==> config.mk <==
export PLATFORM = sky130hd
export DESIGN_NAME = cd_toc_offset_builder_top
export DESIGN_NICKNAME = d
export VERILOG_FILES = /design/src/design/cdtoc_pkg.sv /design/src/design/cd_toc_offset_builder_top.sv
export SDC_FILE = /design/constraint.sdc
export NUM_CORES = 2
export LEC_CHECK = 0
export ABC_AREA = 1
export BUFFER_PORTS_ARGS = -buffer_cell sky130_fd_sc_hd__clkbuf_2
export CAP_MARGIN = 20
export CORE_MARGIN = 10
export CORE_UTILIZATION = 40
export CTS_CLUSTER_SIZE = 16
export DETAILED_ROUTE_END_ITERATION = 12
export PLACE_DENSITY = 0.63
export SETUP_SLACK_MARGIN = 0.3
export SYNTH_ARGS = -nofsm -noshare
export SYNTH_HDL_FRONTEND = slang
export SYNTH_MEMORY_MAX_BITS = 65536
export SYNTH_SLANG_ARGS = --single-unit
==> constraint.sdc <==
create_clock -name i_clk -period 9.4 [get_ports i_clk]
set_input_delay 1.41 -clock i_clk [delete_from_list [all_inputs] [get_ports i_clk]]
set_output_delay 1.41 -clock i_clk [all_outputs]
set_load 0.02 [all_outputs]
==> src/design/cdtoc_pkg.sv <==
// Package with types, codes and constants of the CD TOC offset builder.
package cdtoc_pkg;

    // Field widths fixed by the item format
    localparam int FUNC_W   = 2;
    localparam int SLOT_W   = 7;
    localparam int CTRL_W   = 4;
    localparam int ADDR_W   = 19;
    localparam int STATUS_W = 2;
    localparam int OFF_W    = 21;

    // Operation codes
    localparam logic [FUNC_W-1:0] FUNC_LOAD = 2'd0;
    localparam logic [FUNC_W-1:0] FUNC_EVAL = 2'd1;
    localparam logic [FUNC_W-1:0] FUNC_READ = 2'd2;

    // Status codes
    localparam logic [STATUS_W-1:0] STATUS_OK        = 2'd0;
    localparam logic [STATUS_W-1:0] STATUS_BAD_FIRST = 2'd1;
    localparam logic [STATUS_W-1:0] STATUS_BAD_LAST  = 2'd2;
    localparam logic [STATUS_W-1:0] STATUS_NO_AUDIO  = 2'd3;

    // Control nibble bit that marks a data track
    localparam int DATA_BIT = 2;

    // Frame constants: lead-in and the gap before a data session
    localparam int LEAD_IN = 150;
    localparam int XA_GAP  = (60 + 90 + 2) * 75;
    localparam logic signed [OFF_W-1:0] LEAD_IN_OFF = OFF_W'(LEAD_IN);
    localparam logic signed [OFF_W-1:0] GAP_ADJ     = OFF_W'(XA_GAP - LEAD_IN);

    // Controller states
    typedef enum logic [3:0] {
        ST_IDLE,
        ST_READ,
        ST_LEAD_EV,
        ST_SCAN_RD,
        ST_SCAN_EV,
        ST_WALK_RD,
        ST_WALK_EV,
        ST_FINISH
    } t_state;

endpackage

==> src/design/cd_toc_offset_builder_top.sv <==
// Top level of the CD TOC offset builder: entry memory, offset memory, controller.
//
//  channel | direction | handshake          | payload
//  --------+-----------+--------------------+----------------------------------------------
//  input   | in        | i_valid / o_ready  | func, slot, control_bits, start_address,
//          |           |                    | first_track, last_track
//  result  | out       | o_valid / i_ready  | status, first_audio, last_audio, offset
//
// Load and unused codes are answered from the idle state; read goes through the registered
// offset memory read. Evaluate steps through the slots scanned and the slots walked, and
// every slot step goes through the single read port of the entry memory.
// Reset needs no clearing pass: the valid flags stand for the cleared offset table.
// A result goes to a pending register and then the output register, so a stalled output
// holds one result while the next item is taken.
module cd_toc_offset_builder_top #(
    parameter int TRACK_SLOTS  = 100,
    parameter int ADDRESS_BITS = 19
) (
    input  logic                                  i_clk,
    input  logic                                  i_rst_n,
    input  logic                                  i_valid,
    output logic                                  o_ready,
    input  logic [cdtoc_pkg::FUNC_W-1:0]          i_func,
    input  logic [cdtoc_pkg::SLOT_W-1:0]          i_slot,
    input  logic [cdtoc_pkg::CTRL_W-1:0]          i_control_bits,
    input  logic [cdtoc_pkg::ADDR_W-1:0]          i_start_address,
    input  logic [cdtoc_pkg::SLOT_W-1:0]          i_first_track,
    input  logic [cdtoc_pkg::SLOT_W-1:0]          i_last_track,
    output logic                                  o_valid,
    input  logic                                  i_ready,
    output logic [cdtoc_pkg::STATUS_W-1:0]        o_status,
    output logic [cdtoc_pkg::SLOT_W-1:0]          o_first_audio,
    output logic [cdtoc_pkg::SLOT_W-1:0]          o_last_audio,
    output logic signed [cdtoc_pkg::OFF_W-1:0]    o_offset
);

    localparam int IdxW  = $clog2(TRACK_SLOTS);
    localparam int AddrW = (ADDRESS_BITS < cdtoc_pkg::ADDR_W) ? ADDRESS_BITS
                                                              : cdtoc_pkg::ADDR_W;
    localparam int EntW  = cdtoc_pkg::CTRL_W + AddrW;
    localparam logic [cdtoc_pkg::SLOT_W:0] SlotsL = (cdtoc_pkg::SLOT_W + 1)'(TRACK_SLOTS);

    // Memories: control and address per slot, offset per slot
    logic [EntW-1:0]                       mem_entry [TRACK_SLOTS];
    logic signed [cdtoc_pkg::OFF_W-1:0]    mem_off   [TRACK_SLOTS];
    logic [EntW-1:0]                       r_ent_q;
    logic signed [cdtoc_pkg::OFF_W-1:0]    r_off_q;
    logic [TRACK_SLOTS-1:0]                r_valid;

    // Controller registers
    cdtoc_pkg::t_state                     r_state, n_state;
    logic [cdtoc_pkg::SLOT_W-1:0]          r_idx, n_idx;
    logic [cdtoc_pkg::SLOT_W-1:0]          r_first, n_first;
    logic [cdtoc_pkg::SLOT_W-1:0]          r_last, n_last;
    logic signed [cdtoc_pkg::OFF_W-1:0]    r_lead, n_lead;
    logic [AddrW-1:0]                      r_prev_addr, n_prev_addr;
    logic                                  r_dropping, n_dropping;
    logic                                  r_slot_ok, n_slot_ok;
    logic [cdtoc_pkg::STATUS_W-1:0]        r_status, n_status;
    logic [cdtoc_pkg::SLOT_W-1:0]          r_first_audio, n_first_audio;
    logic [cdtoc_pkg::SLOT_W-1:0]          r_last_audio, n_last_audio;

    // Pending result and output register
    logic                                  r_res_valid, n_res_valid;
    logic [cdtoc_pkg::STATUS_W-1:0]        r_res_status;
    logic [cdtoc_pkg::SLOT_W-1:0]          r_res_first, r_res_last;
    logic signed [cdtoc_pkg::OFF_W-1:0]    r_res_offset, res_offset;
    logic                                  r_out_valid;
    logic [cdtoc_pkg::STATUS_W-1:0]        r_out_status;
    logic [cdtoc_pkg::SLOT_W-1:0]          r_out_first, r_out_last;
    logic signed [cdtoc_pkg::OFF_W-1:0]    r_out_offset;

    // Memory controls
    logic                                  ent_we, ent_re;
    logic [IdxW-1:0]                       ent_raddr;
    logic                                  off_we, off_re;
    logic [IdxW-1:0]                       off_waddr, off_raddr;
    logic signed [cdtoc_pkg::OFF_W-1:0]    off_wdata;
    logic                                  valid_clr;
    logic                                  produce;

    // Datapath helpers
    logic                                  accept, out_free, slot_in_range;
    logic                                  first_bad, last_bad;
    logic [AddrW-1:0]                      ent_addr;
    logic                                  ent_is_data;
    logic signed [cdtoc_pkg::OFF_W-1:0]    ent_off, ent_gap, prev_gap, keep_off;

    assign out_free      = !r_out_valid || i_ready;
    assign o_ready       = (r_state == cdtoc_pkg::ST_IDLE) && (!r_res_valid || out_free);
    assign accept        = i_valid && o_ready;
    assign slot_in_range = {1'b0, i_slot} < SlotsL;
    assign first_bad     = (i_first_track == '0) || ({1'b0, i_first_track} >= SlotsL);
    assign last_bad      = (i_last_track == '0) || ({1'b0, i_last_track} >= SlotsL);

    assign ent_addr    = r_ent_q[AddrW-1:0];
    assign ent_is_data = r_ent_q[AddrW + cdtoc_pkg::DATA_BIT];
    assign ent_off     = $signed(cdtoc_pkg::OFF_W'(ent_addr)) + cdtoc_pkg::LEAD_IN_OFF;
    assign ent_gap     = $signed(cdtoc_pkg::OFF_W'(ent_addr)) - cdtoc_pkg::GAP_ADJ;
    assign prev_gap    = $signed(cdtoc_pkg::OFF_W'(r_prev_addr)) - cdtoc_pkg::GAP_ADJ;
    assign keep_off    = (r_idx >= r_first) ? ent_off : '0;

    // Entry memory: written by loads, read during evaluate only
    always_ff @(posedge i_clk) begin
        if (ent_we) begin
            mem_entry[i_slot[IdxW-1:0]] <= {i_control_bits, i_start_address[AddrW-1:0]};
        end
        if (ent_re) begin
            r_ent_q <= mem_entry[ent_raddr];
        end
    end

    // Offset memory: written by evaluate, read by offset reads
    always_ff @(posedge i_clk) begin
        if (off_we) begin
            mem_off[off_waddr] <= off_wdata;
        end
        if (off_re) begin
            r_off_q <= mem_off[off_raddr];
        end
    end

    // Next state, memory controls and results
    always_comb begin
        n_state       = r_state;
        n_idx         = r_idx;
        n_first       = r_first;
        n_last        = r_last;
        n_lead        = r_lead;
        n_prev_addr   = r_prev_addr;
        n_dropping    = r_dropping;
        n_slot_ok     = r_slot_ok;
        n_status      = r_status;
        n_first_audio = r_first_audio;
        n_last_audio  = r_last_audio;
        ent_we        = 1'b0;
        ent_re        = 1'b0;
        ent_raddr     = r_idx[IdxW-1:0];
        off_we        = 1'b0;
        off_re        = 1'b0;
        off_waddr     = r_idx[IdxW-1:0];
        off_raddr     = i_slot[IdxW-1:0];
        off_wdata     = '0;
        valid_clr     = 1'b0;
        produce       = 1'b0;
        res_offset    = '0;

        unique case (r_state)
            cdtoc_pkg::ST_IDLE: begin
                if (accept) begin
                    unique case (i_func)
                        cdtoc_pkg::FUNC_LOAD: begin
                            ent_we  = slot_in_range;
                            produce = 1'b1;
                        end
                        cdtoc_pkg::FUNC_EVAL: begin
                            // clear the table and the audio range, then check the bounds
                            valid_clr     = 1'b1;
                            n_first_audio = '0;
                            n_last_audio  = '0;
                            n_first       = i_first_track;
                            n_last        = i_last_track;
                            if (first_bad) begin
                                n_status = cdtoc_pkg::STATUS_BAD_FIRST;
                                produce  = 1'b1;
                            end else if (last_bad) begin
                                n_status = cdtoc_pkg::STATUS_BAD_LAST;
                                produce  = 1'b1;
                            end else begin
                                ent_re    = 1'b1;
                                ent_raddr = '0;
                                n_state   = cdtoc_pkg::ST_LEAD_EV;
                            end
                        end
                        cdtoc_pkg::FUNC_READ: begin
                            off_re    = 1'b1;
                            n_slot_ok = slot_in_range;
                            n_idx     = i_slot;
                            n_state   = cdtoc_pkg::ST_READ;
                        end
                        default: begin
                            produce = 1'b1;
                        end
                    endcase
                end
            end
            cdtoc_pkg::ST_READ: begin
                // never-written table entries read as zero through the valid flags
                if (r_slot_ok && r_valid[r_idx[IdxW-1:0]]) begin
                    res_offset = r_off_q;
                end
                produce = 1'b1;
                n_state = cdtoc_pkg::ST_IDLE;
            end
            cdtoc_pkg::ST_LEAD_EV: begin
                // regular lead-out offset, then scan down from the last track
                n_lead = ent_off;
                n_idx  = r_last;
                if (r_first > r_last) begin
                    n_status = cdtoc_pkg::STATUS_NO_AUDIO;
                    produce  = 1'b1;
                    n_state  = cdtoc_pkg::ST_IDLE;
                end else begin
                    n_state = cdtoc_pkg::ST_SCAN_RD;
                end
            end
            cdtoc_pkg::ST_SCAN_RD: begin
                ent_re  = 1'b1;
                n_state = cdtoc_pkg::ST_SCAN_EV;
            end
            cdtoc_pkg::ST_SCAN_EV: begin
                if (!ent_is_data) begin
                    // last audio track found; a data track above it moves the lead-out
                    if (r_idx != r_last) begin
                        n_lead = prev_gap;
                    end
                    n_dropping = 1'b1;
                    n_state    = cdtoc_pkg::ST_WALK_EV;
                end else begin
                    n_prev_addr = ent_addr;
                    if (r_idx == r_first) begin
                        n_status = cdtoc_pkg::STATUS_NO_AUDIO;
                        produce  = 1'b1;
                        n_state  = cdtoc_pkg::ST_IDLE;
                    end else begin
                        n_idx   = r_idx - 1'b1;
                        n_state = cdtoc_pkg::ST_SCAN_RD;
                    end
                end
            end
            cdtoc_pkg::ST_WALK_RD: begin
                ent_re  = 1'b1;
                n_state = cdtoc_pkg::ST_WALK_EV;
            end
            cdtoc_pkg::ST_WALK_EV: begin
                if (r_dropping && (r_lead < keep_off)) begin
                    // drop this track: its offset stays clear, lead-out moves below it
                    n_lead = ent_gap;
                    if (r_idx == 7'd1) begin
                        n_state = cdtoc_pkg::ST_FINISH;
                    end else begin
                        n_idx   = r_idx - 1'b1;
                        n_state = cdtoc_pkg::ST_WALK_RD;
                    end
                end else begin
                    // keep this track and write offsets down to the first track
                    if (r_dropping) begin
                        n_last_audio = r_idx;
                    end
                    n_dropping = 1'b0;
                    if (r_idx >= r_first) begin
                        off_we    = 1'b1;
                        off_wdata = ent_off;
                    end
                    if (r_idx <= r_first) begin
                        n_state = cdtoc_pkg::ST_FINISH;
                    end else begin
                        n_idx   = r_idx - 1'b1;
                        n_state = cdtoc_pkg::ST_WALK_RD;
                    end
                end
            end
            cdtoc_pkg::ST_FINISH: begin
                // store the lead-out and publish the audio range
                off_we        = 1'b1;
                off_waddr     = '0;
                off_wdata     = r_lead;
                n_status      = cdtoc_pkg::STATUS_OK;
                n_first_audio = r_first;
                produce       = 1'b1;
                n_state       = cdtoc_pkg::ST_IDLE;
            end
            default: begin
                n_state = cdtoc_pkg::ST_IDLE;
            end
        endcase

        // Hold a produced item until the output register frees up
        if (produce) begin
            n_res_valid = 1'b1;
        end else if (r_res_valid && out_free) begin
            n_res_valid = 1'b0;
        end else begin
            n_res_valid = r_res_valid;
        end
    end

    // State register and control registers
    always_ff @(posedge i_clk) begin
        if (!i_rst_n) begin
            r_state       <= cdtoc_pkg::ST_IDLE;
            r_dropping    <= 1'b0;
            r_status      <= cdtoc_pkg::STATUS_OK;
            r_first_audio <= '0;
            r_last_audio  <= '0;
            r_res_valid   <= 1'b0;
            r_out_valid   <= 1'b0;
            r_valid       <= '0;
        end else begin
            r_state       <= n_state;
            r_dropping    <= n_dropping;
            r_status      <= n_status;
            r_first_audio <= n_first_audio;
            r_last_audio  <= n_last_audio;
            r_res_valid   <= n_res_valid;
            if (r_res_valid && out_free) begin
                r_out_valid <= 1'b1;
            end else if (i_ready) begin
                r_out_valid <= 1'b0;
            end
            if (valid_clr) begin
                r_valid <= '0;
            end else if (off_we) begin
                r_valid[off_waddr] <= 1'b1;
            end
        end
    end

    // Payload registers
    always_ff @(posedge i_clk) begin
        r_idx       <= n_idx;
        r_first     <= n_first;
        r_last      <= n_last;
        r_lead      <= n_lead;
        r_prev_addr <= n_prev_addr;
        r_slot_ok   <= n_slot_ok;
        if (produce) begin
            r_res_status <= n_status;
            r_res_first  <= n_first_audio;
            r_res_last   <= n_last_audio;
            r_res_offset <= res_offset;
        end
        if (r_res_valid && out_free) begin
            r_out_status <= r_res_status;
            r_out_first  <= r_res_first;
            r_out_last   <= r_res_last;
            r_out_offset <= r_res_offset;
        end
    end

    assign o_valid       = r_out_valid;
    assign o_status      = r_out_status;
    assign o_first_audio = r_out_first;
    assign o_last_audio  = r_out_last;
    assign o_offset      = r_out_offset;

endmodule

==> results.sh <==
export IMPL_outcome="completed"
export IMPL_cts_setup_buffers=0
export IMPL_final_setup_tns_ps=0
export IMPL_num_vias=116600
export IMPL_yosysMostFrequentCell="edfxtp_1"
export IMPL_slowest_delay_ps=670
export IMPL_drt_initial_drc_count=17000
export IMPL_period_needed_ps=7136
export IMPL_viasPerCell=5.496
export IMPL_gp_congestion=0.9035
export IMPL_report_final_slew_viol_count=0
export IMPL_worstPathArrival_ps=7720
export IMPL_fin_crit_sh_pct=75.92
export IMPL_syn_inst=14820
export IMPL_vdd_ir_drop_max_uv=172.0
export IMPL_ys_seq_elements=4399
export IMPL_cp_required_ps=9980
export IMPL_powerDensity_nw_per_um2=205.3
export IMPL_clock_sinks=4399
export IMPL_ctsHoldBuffers=0
export IMPL_cts_buffers=424
export IMPL_dominantRegCellSynth="edfxtp_1"
export IMPL_maxCapViolCount=0
export IMPL_cp_startpoint="r_ent_q[1]"
export IMPL_grt_overflow_total=0
export IMPL_avgSynthCellArea_um2=12.05
export IMPL_synth_edf_count=4277
export IMPL_die_w_um=688.2
export IMPL_core_area_um2=445100
export IMPL_synth_seq_area_share_pct=73.27
export IMPL_synth_commonest_cells="edfxtp_1 (4277), nand2_1 (3258), nand3_1 (2129)"
export IMPL_grt_antenna_before_repair=41
export IMPL_rrSetupSlack_ps=2260
export IMPL_worstHoldPathType="reg -> reg"
export IMPL_postRouteAntennaNets=0
export IMPL_ys_top_cells_by_area="edfxtp_1 (72%), nand2_1 (6.8%), nand3_1 (6.0%)"
export IMPL_initial_core_util_pct=40.13
export IMPL_ios=89
export IMPL_path_common_cell="nand2_1"
export IMPL_place_hpwl_um=294900
export IMPL_first_pass_iters=6
export IMPL_clock_latency_ps=980
export IMPL_ys_types=52
export IMPL_p_leak_nw=70.73
export IMPL_area_delta_synth_final_pct=12.73
export IMPL_dieArea_um2=473700
export IMPL_yosys_area_top_type="edfxtp_1"
export IMPL_drive_above_1_share_pct=8.784
export IMPL_hold_viol=0
export IMPL_synth_area_um2=178600
export IMPL_drc_errors=0
export IMPL_die_y_um=688.2
export IMPL_worst_slew_pin_slew_ps=1260
export IMPL_fin_cells=21220
export IMPL_ys_async_sr_fraction_pct=0
export IMPL_cts_tree="built"
export IMPL_cts_resized=0
export IMPL_holdCritStartpoint="r_res_offset[13]"
export IMPL_syn_nets=14910
export IMPL_avgRoutedWirePerCell_um=24.62
export IMPL_layout_nets=15020
export IMPL_yosysTopAreaCellShare_pct=71.91
export IMPL_htree_levels=5
export IMPL_port_buffer_count=85
export IMPL_max_freq_ghz=0.1401
export IMPL_grt_max_degree=165
export IMPL_cp_end_kind="register"
export IMPL_placed_cells=20430
export IMPL_yosysWarnings=0
export IMPL_grt_total_usage_pct=21.27
export IMPL_path_max_fanout=66
export IMPL_clock_skew_ps=65.74
export IMPL_rsz0062_at_grt="no"
export IMPL_path_class="reg -> reg"
export IMPL_path_clk_slew_ps=60
export IMPL_cp_start_kind="register"
export IMPL_reg2reg_from="r_ent_q[1]"
export IMPL_slowest_stage="nand2_4"
export IMPL_setup_viol=0
export IMPL_cts_buffer_depth=4
export IMPL_grt_pass1_wl_um=753000
export IMPL_slew_limit_headroom_pct=15.99
export IMPL_first_global_vias=107600
export IMPL_routed_wl_um=522500
export IMPL_row_count=245
export IMPL_clock_root_buffer="clkbuf_16"
[metrics by stage]
step / worst slack (ps) / total power [mW] / cell area, µm² / util, % / hold WS [ps]
2_1_floorplan: 514.1 / 23.55 / 178600 / - / 400.3
3_3_place_gp: 2719 / 24.86 / 187500 / 42.12 / 403.8
3_5_place_dp: 2621 / 24.88 / 187600 / 42.16 / 404.5
4_1_cts: 2516 / 41.39 / 201100 / 45.19 / 418.5
5_1_grt: 1982 / 42.46 / 201300 / 45.23 / 423.3
6_report: 2264 / 41.33 / 201400 / 45.24 / 418.5
[cell type report]
class / count / area [µm²]
antenna: 15 / 37.54
clock buffer: 518 / 11070
clock inverter: 252 / 2422
fill: 39490 / 243700
inverter: 1993 / 7552
multi-input combinational: 7624 / 37760
sequential: 4399 / 130900
tap: 5928 / 7417
timing repair buffer: 492 / 4222
[state kept, by name, summed over array words and instances (netlist names), 20 cells and up]
| register | flops |
|---|---|
| mem_entry | 2000 |
| mem_off | 2100 |
| o_offset | 21 |
| r_ent_q | 20 |
| r_lead | 21 |
| r_off_q | 21 |
| r_res_offset | 21 |
| r_valid | 100 |
[kinds of logic after synthesis]
| group | Yosys count | share of synthesized area (%) |
|---|---|---|
| AO/OA/AOI/OAI | 1359 | 5.276 |
| XOR/XNOR | 18 | 0.08826 |
| adder cells (fa/ha/maj) | 37 | 0.2592 |
| buffers and inverters | 2801 | 6.094 |
| flip-flops | 4399 | 73.27 |
| multiplexers | 1 | 0.005604 |
| AND/OR/NAND/NOR | 6209 | 15.00 |
[critical path, delay by kind of cell (launching register included)]
family | cells | cell delay (ps)
buffers and inverters | 5 | 1120
DFF | 1 | 380
adders and majority gates | 2 | 510
AOI/OAI and AO/OA | 2 | 560
xor gates and xnor gates | 1 | 170
and+or+nand+nor | 16 | 3900
[cell usage in the layout (no fill, tap or decap), drive strengths merged, types with 4 or more instances in the layout]
cell,n
edfxtp,4277
nand2,3259
nand3,2130
inv,1993
clkbuf,584
nor2,488
buf,426
a22oi,303
nand4,268
a21oi,252
o21ai,248
a221oi,210
clkinv,203
a22o,139
dfxtp,122
o211ai,48
bufinv,42
o21bai,39
ha,37
o22ai,29
or2,27
o31ai,26
nor3,23
o2bb2ai,19
o221ai,16
diode,15
xor2,14
and3,8
clkinvlp,7
a211oi,6
a41oi,5
a31o,4
a31oi,4
xnor2,4
[worst paths after layout]
path / end / depth (start not counted)
worst min register to register: o_offset[13] / 0
worst max-delay path: mem_off[39][9] / 26
worst min-delay path: o_offset[13] / 0
worst max register to register: mem_off[39][9] / 26
[per-layer routing]
metal | up-vias | global-route usage [%] | wire, µm
met5 | - | 0.08081 | 155
met4 | 18 | 8.340 | 23180
met3 | 1053 | 4.076 | 57240
met2 | 6246 | 31.94 | 229400
met1 | 57350 | 30.56 | 212500
li1 | 51970 | - | -
[power by group]
group          total [mW]  switching [mW]  internal, mW
registers            21.4          0.0310          21.4
clock network        16.8            7.29          9.50
logic                3.09            2.33         0.757
Note: power is estimated with default switching activity, not from simulation.
